--- src/hw/rtl/fvm_pkg.sv ---
// shared types and constants for the four-vector mass and pt bin block
`default_nettype none

package fvm_pkg;

	localparam int EDGE_BITS    = 24;
	localparam int EDGE_SQ_BITS = 2 * EDGE_BITS;
	localparam int CFG_IDX_BITS = 2;

	// register indexes on the configuration port
	localparam logic [CFG_IDX_BITS-1:0] REG_PT_EDGE_LOW  = 2'd0;
	localparam logic [CFG_IDX_BITS-1:0] REG_PT_EDGE_MID  = 2'd1;
	localparam logic [CFG_IDX_BITS-1:0] REG_PT_EDGE_HIGH = 2'd2;

	localparam int EDGE_LOW_RESET  = 10000;
	localparam int EDGE_MID_RESET  = 20000;
	localparam int EDGE_HIGH_RESET = 30000;

	localparam logic [EDGE_SQ_BITS-1:0] EDGE_LOW_SQ_RESET  =
		EDGE_SQ_BITS'(EDGE_LOW_RESET * EDGE_LOW_RESET);
	localparam logic [EDGE_SQ_BITS-1:0] EDGE_MID_SQ_RESET  =
		EDGE_SQ_BITS'(EDGE_MID_RESET * EDGE_MID_RESET);
	localparam logic [EDGE_SQ_BITS-1:0] EDGE_HIGH_SQ_RESET =
		EDGE_SQ_BITS'(EDGE_HIGH_RESET * EDGE_HIGH_RESET);

	// pt bin codes
	localparam logic [1:0] PT_BIN_BELOW_LOW  = 2'd0;
	localparam logic [1:0] PT_BIN_BELOW_MID  = 2'd1;
	localparam logic [1:0] PT_BIN_BELOW_HIGH = 2'd2;
	localparam logic [1:0] PT_BIN_ABOVE_HIGH = 2'd3;

	// per-transaction side data that travels alongside the square root
	typedef struct packed {
		logic       mass_valid;
		logic [1:0] pt_bin;
	} side_t;

endpackage

`default_nettype wire

--- src/hw/rtl/fvm_sqrt.sv ---
// pipelined floor square root, one result bit per stage
`default_nettype none

module fvm_sqrt import fvm_pkg::*; #(
	parameter int RootBits = 24
) (
	input  wire logic                    clk,
	input  wire logic                    arst_n,
	input  wire logic                    in_valid,
	output logic                         in_stall,
	input  wire logic [2*RootBits-1:0]   in_radicand,
	input  wire side_t                   in_side,
	output logic                         out_valid,
	input  wire logic                    out_stall,
	output logic [RootBits-1:0]          out_root,
	output side_t                        out_side
);

	localparam int RemBits = RootBits + 2;
	localparam int RadBits = 2 * RootBits;

	logic [RootBits-1:0] v_s;
	logic [RadBits-1:0]  rad_s  [RootBits];
	logic [RemBits-1:0]  rem_s  [RootBits];
	logic [RootBits-1:0] root_s [RootBits];
	side_t               side_s [RootBits];

	logic [RootBits:0]   rdy;
	logic [RootBits-1:0] v_in;
	logic [RadBits-1:0]  rad_in   [RootBits];
	logic [RemBits-1:0]  rem_in   [RootBits];
	logic [RootBits-1:0] root_in  [RootBits];
	side_t               side_in  [RootBits];
	logic [RadBits-1:0]  rad_nx   [RootBits];
	logic [RemBits-1:0]  rem_nx   [RootBits];
	logic [RootBits-1:0] root_nx  [RootBits];

	// stage inputs
	always_comb begin
		v_in[0]    = in_valid;
		rad_in[0]  = in_radicand;
		rem_in[0]  = '0;
		root_in[0] = '0;
		side_in[0] = in_side;
		for (int k = 1; k < RootBits; k++) begin
			v_in[k]    = v_s[k-1];
			rad_in[k]  = rad_s[k-1];
			rem_in[k]  = rem_s[k-1];
			root_in[k] = root_s[k-1];
			side_in[k] = side_s[k-1];
		end
	end

	// one restoring digit step per stage
	always_comb begin
		logic [RemBits-1:0] cur;
		logic [RemBits-1:0] trial;
		logic               ge;
		cur   = '0;
		trial = '0;
		ge    = 1'b0;
		for (int k = 0; k < RootBits; k++) begin
			cur        = {rem_in[k][RootBits-1:0], rad_in[k][RadBits-1 -: 2]};
			trial      = {root_in[k], 2'b01};
			ge         = (cur >= trial);
			rem_nx[k]  = ge ? (cur - trial) : cur;
			root_nx[k] = {root_in[k][RootBits-2:0], ge};
			rad_nx[k]  = {rad_in[k][RadBits-3:0], 2'b00};
		end
	end

	// a stage can load when it is empty or its content moves on
	always_comb begin
		rdy[RootBits] = !out_stall;
		for (int k = RootBits - 1; k >= 0; k--) begin
			rdy[k] = !v_s[k] || rdy[k+1];
		end
	end

	assign in_stall = !rdy[0];

	always_ff @(posedge clk or negedge arst_n) begin
		if (!arst_n) begin
			v_s <= '0;
		end else begin
			for (int k = 0; k < RootBits; k++) begin
				if (rdy[k]) begin
					v_s[k] <= v_in[k];
				end
			end
		end
	end

	always_ff @(posedge clk) begin
		for (int k = 0; k < RootBits; k++) begin
			if (rdy[k] && v_in[k]) begin
				rad_s[k]  <= rad_nx[k];
				rem_s[k]  <= rem_nx[k];
				root_s[k] <= root_nx[k];
				side_s[k] <= side_in[k];
			end
		end
	end

	assign out_valid = v_s[RootBits-1];
	assign out_root  = root_s[RootBits-1];
	assign out_side  = side_s[RootBits-1];

endmodule

`default_nettype wire

--- config.mk ---
export PLATFORM = sky130hd
export DESIGN_NAME = fvm_sqrt
export DESIGN_NICKNAME = d
export VERILOG_FILES = /design/src/hw/rtl/fvm_pkg.sv /design/src/hw/rtl/fvm_sqrt.sv
export SDC_FILE = /design/constraint.sdc
export NUM_CORES = 2
export LEC_CHECK = 0
export ABC_AREA = 1
export BUFFER_PORTS_ARGS = -buffer_cell sky130_fd_sc_hd__buf_4
export CORE_AREA = 8 8 376 378
export CTS_BUF_LIST = sky130_fd_sc_hd__clkbuf_8
export DETAILED_ROUTE_END_ITERATION = 10
export DIE_AREA = 0 0 384 386
export GPL_ROUTABILITY_DRIVEN = 0
export GPL_TIMING_DRIVEN = 0
export PLACE_DENSITY = 0.63
export SKIP_CTS_REPAIR_TIMING = 1
export SYNTH_ARGS = -nofsm -noshare
export SYNTH_HDL_FRONTEND = slang
export SYNTH_SLANG_ARGS = --single-unit
--- constraint.sdc ---
create_clock -name clk -period 10.4 [get_ports clk]
set_input_delay 1.04 -clock clk [delete_from_list [all_inputs] [get_ports clk]]
set_output_delay 1.04 -clock clk [all_outputs]
set_load 0.005 [all_outputs]
Yosys cells after proc, flatten, opt, wreduce, memory -nomap -nowiden
Memories as Yosys holds them, arrays and structs flattened.
Cells that the tools add are included.
{ "word_totals": {"output_inout_bits": 29, "mem_count": 4, "regBits": 24, "word_cells": 222, "inputBits": 55, "ram_bits": 2376} }
{ "memory_table": {"columns": ["memory", "depth", "word_bits", "rd", "rd_ports_with_merged_regs", "write_ports", "line", "source"], "rows": [
  ["rad_s", 24, 46, 23, 0, 24, "fvm_sqrt.sv:23", "logic [RadBits-1:0] rad_s [RootBits];"],
  ["rem_s", 24, 26, 23, 0, 24, "fvm_sqrt.sv:24", "logic [RemBits-1:0] rem_s [RootBits];"],
  ["root_s", 24, 24, 24, 0, 24, "fvm_sqrt.sv:25", "logic [RootBits-1:0] root_s [RootBits];"],
  ["side_s", 24, 3, 24, 0, 24, "fvm_sqrt.sv:26", "side_t side_s [RootBits];"]
]} }
{ "classes": {"reduce_logical": 74, "magnitude_cmp": 24, "addsub": 24, "muxes": 72} }
{ "ops": {"columns": ["op", "n"], "rows": [
  ["$mux W26", 24],
  ["$ge A26 B26 Y1", 23],
  ["$sub A26 B26 Y26", 23],
  ["$mux W1", 48],
  ["$logic_not A1 Y1", 26],
  ["$logic_and A1 B1 Y1", 24],
  ["$logic_or A1 B1 Y1", 24],
  ["$sub A2 B1 Y3 const B", 1],
  ["$ge A2 B1 Y1 const B", 1]
]} }

Logic depth before layout (Yosys ltp)
{ "depth": {"depth_word": 28, "mapped_depth": 19, "ltp_nobuf": 19} }

Least setup slack after synthesis
OpenSTA, ideal clock, no wires.
{ "synth_timing": {"kind": "input to register", "startpoint": "input port out_stall", "endpoint": "memory rad_s[0][192] (netlist name) (enable)", "arrival_ps": 4684, "path_slack_ps": 5217, "stages": 11, "setup_ps": 499, "required_time_ps": 9901, "cell_sequence": "nand4_2 nor2_4 nand4_4 nor2_4 nand4_4 nor2_4 nand4_4 nor2_4 nand4_4 nor2_4 nor2_1"} }
{ "synth_lines": {"columns": ["element", "line", "source"], "rows": [
  ["start: declaration", "fvm_sqrt.sv:14", "input wire logic out_stall,"],
  ["end: declaration", "fvm_sqrt.sv:23", null]
]} }

Worst setup path after layout
{ "layout_timing": {"startpoint": "register v_s[22]", "endpoint": "output port in_stall"} }
{ "layout_via": {"elab_chain_len": 25} }
{ "layout_lines": {"columns": ["element", "line", "source"], "rows": [
  ["start: declaration", "fvm_sqrt.sv:22", "logic [RootBits-1:0] v_s;"],
  ["start signal: indexed assignment", "fvm_sqrt.sv:88", "v_s[k] <= v_in[k];"],
  ["$logic_not A1 Y1", "fvm_sqrt.sv:76", "rdy[k] = !v_s[k] || rdy[k+1];"],
  ["$logic_or A1 B1 Y1 (23 in a row)", "fvm_sqrt.sv:76", null],
  ["$logic_not A1 Y1", "fvm_sqrt.sv:80", "assign in_stall = !rdy[0];"],
  ["end: declaration", "fvm_sqrt.sv:10", "output logic in_stall,"]
]} }
Every way passes these cells.

==> key figures <==
STA
  – Sum Neg Setup Slack: 0 ns
  – Worst-Margin Slew: 0.9200 ns
  – Final Max Slew Viols: 0
  – RSZ-0062 raised after global routing: false
  – Hold Vio Cnt, Final: 0
  – Worst setup slack after layout: 5.787 ns
  – Worst slew margin relative to its limit: 38.52%
  – Fmax: 0.2168 GHz
  – Clock Skews: 0.03175 ns
  – Final min period: 4.613 ns
  – # setup viols final: 0
  – Final period utilization: 44.35%

Synthesis
  – Synthesis warning total: 0
  – Fraction of registers with async set or reset after synthesis: 1.634%
  – Synthesized instance count: 5618
  – Register area share after synthesis: 65.52%
  – Number of synthesized flops with an enable pin: 1445
  – Yosys reg bits: 1469
  – Main area contributors after synthesis: edfxtp_1 (65%), ha_1 (6.1%), nand2_1 (4.2%)
  – Synth unique cells: 69
  – Dominant synthesized flop cell: edfxtp_1
  – Post-synth top area cell: edfxtp_1
  – Synth Net Count: 5998
  – Share of the synthesized area in the top cell type: 64.63%
  – Syn Area/Cell: 11.95 µm²
  – Synth Cell Area: 0.06714 mm²

Floorplanning
  – Vertical die dimension: 386 µm
  – Initial core utilization: 49.75%
  – Die W: 384 µm
  – IO Count: 84
  – Core footprint: 0.1350 mm²
  – Die area: 0.1482 mm²
  – Num rows: 135

Power and ir drop
  – Power Total: 19500 µW
  – P_leak: 0.02994 µW
  – Seq pwr share: 46.7%
  – Clk pwr share: 23.2%
  – Total net switching power: 6502 µW
  – Sw frac: 33.35%
  – PD cells: 260.0 mW/mm²
  – Worst vdd ir: 146.9 µV
  – Pint: 13000 µW
  – Logic pwr share: 30.1%

Clocking
  – Clock Path Buffers: 3
  – Clk Latency, worst-skew pair: 0.92 ns
  – TritonCTS Sinks: 1469
  – Root Driver: clkbuf_8
  – Worst-path clk slew: 0.06 ns
  – Max H-tree Level: 4
  – CTS tree: yes
  – CTS Buf Count: 231

Detailed routing
  – DR pass1 iterations: 6
  – ANT nets after route: 0
  – Residual DRC: 0
  – Routed vias: 40620
  – Drt wl/cell: 16.10 µm
  – Drt via density: 5.125
  – First DRT Iteration DRCs: 2636
  – Drt total wl: 127.6 mm

Layout
  – Post-layout nets: 6342
  – Most common cell after layout, fill and taps aside: edfxtp_1
  – Layout cells sized above 1: 8.660%
  – P&R area growth vs syn: 11.72%
  – Finished Core Util: 55.58%
  – Most frequent cells in the layout: edfxtp_1 (1445), inv_1 (819), nand2_1 (759)
  – Final cell count without fillers: 7925

Critical path
  – Critical path required time: 9.36 ns
  – CP startpoint kind: flip-flop
  – Crit path DAT: 3.57 ns
  – Worst-path maximum fanout: 4
  – Reg2reg path depth: 13
  – CP Class: reg -> out
  – CP Capture Type: output pin

Place
  – Pre-CTS setup slack: 5.981 ns
  – Final HPWL DP: 96.27 mm
  – Buffers on Ports: 83
  – Placed Instances: 7509

GRT
  – Vias in the first global route: 40330
  – Tot GR Track Use: 17.14%
  – Initial antenna violation count: 1
  – Largest net degree at the start of global routing: 73
  – First-pass GRT wire length: 206.0 mm
  – Overflow after GRT: 0

Outcome
  – Status: complete, no violations

Job
  – MaxCap Viol Count: 0

Hold path
  – Hold Path Class: in -> reg
  – Hold path cells: 1
## power groups by stage
stage / logic (µW) / registers [µW] / clock network, µW
CTS: 5850 / 9120 / 4690
floorplan: 4480 / 8930 / 0
global placement: 5650 / 9260 / 0
finish: 5870 / 9110 / 4520
detailed placement: 5820 / 9230 / 0
global route: 6640 / 9250 / 4940
## cells by family after synthesis
group / share of synthesized area (%)
buf+inv: 4.637
flops: 65.52
simple gates: 10.65
mux: 0.06708
fa+ha+maj: 6.057
other cells: 0.005585
compound gates: 7.423
xor+xnor: 5.635
## synthesized netlist by cell type, types with 5 or more instances
cell	instances
nand4_4	5
inv_1	755
nand3_1	136
nand2_2	6
o2111ai_1	5
xor2_1	235
o211ai_1	13
nor3b_1	6
dfrtp_1	24
edfxtp_1	1445
nand4_1	56
o21ai_2	5
a21o_1	19
nand3b_1	6
a31oi_1	23
o21bai_1	18
buf_2	22
ha_1	325
a21boi_0	10
o221ai_1	12
nand2_1	759
nor3_1	74
inv_2	7
nor2_4	7
nor2_1	525
a211oi_1	12
o21a_1	18
clkbuf_1	27
o21ai_1	48
o21ai_0	299
a21oi_1	383
xnor2_1	197
nor4_1	39
or2_2	24
## path summary, 6_finish.rpt
kind	start	to	slack (ns)
max	v_s[22]$_DFFE_PN0P_	in_stall	5.79
max reg2reg	root_s[1][144]$_DFFE_PP_	rem_s[1][183]$_DFFE_PP_	6.84
min	in_radicand[30]	rad_s[0][30]$_DFFE_PP_	0.29
min in group asynchronous	arst_n	v_s[0]$_DFFE_PN0P_	0.59
max in group asynchronous	arst_n	v_s[13]$_DFFE_PN0P_	9.48
min reg2reg	rad_s[0][52]$_DFFE_PP_	rad_s[0][100]$_DFFE_PP_	0.40
## area by class of cell
type / instances / area, µm²
tap: 1781 / 2228
fill: 11200 / 59950
inverter: 763 / 2874
clock inverter: 180 / 1101
antenna: 1 / 2.502
buffer: 55 / 249.0
multi-input combinational: 3331 / 20130
timing repair buffer: 111 / 1206
clock buffer: 234 / 3221
sequential: 1469 / 43990
## worst max-delay path, stage by stage, from the launching register on
cell and delay [ns]:
dfrtp_1 0.43, nand4_2 0.18, nor2_4 0.23, nand4_4 0.15, nor2_4 0.19, nand4_4 0.15, nor2_4 0.20, nand4_4 0.14
nor2_4 0.20, nand4_4 0.14, nor2_4 0.20, nand4_4 0.14, nor2_4 0.15, buf_4 0.14
## sequential cells by signal, indices dropped and copies added (netlist names)
signal / flops
root_s: 300
v_s: 24
rem_s: 521
rad_s: 552
side_s: 72
## through the flow
step           hold WS [ns]  cell area [µm²]
2_1_floorplan        0.4003            67140
3_3_place_gp         0.4006            69990
3_5_place_dp         0.4045            70670
4_1_cts            -0.08438            75000
5_1_grt              0.1875            75010
6_report             0.2922            75010
## metal layers
| layer | track usage (%) | wire length [µm] |
|---|---|---|
| met2 | 29.54 | 61880 |
| met1 | 21.90 | 56140 |
| met3 | 3.121 | 6409 |
| met5 | 0 | 0 |
| met4 | 5.790 | 3125 |
No activity file was read; power rests on OpenSTA's default activity.
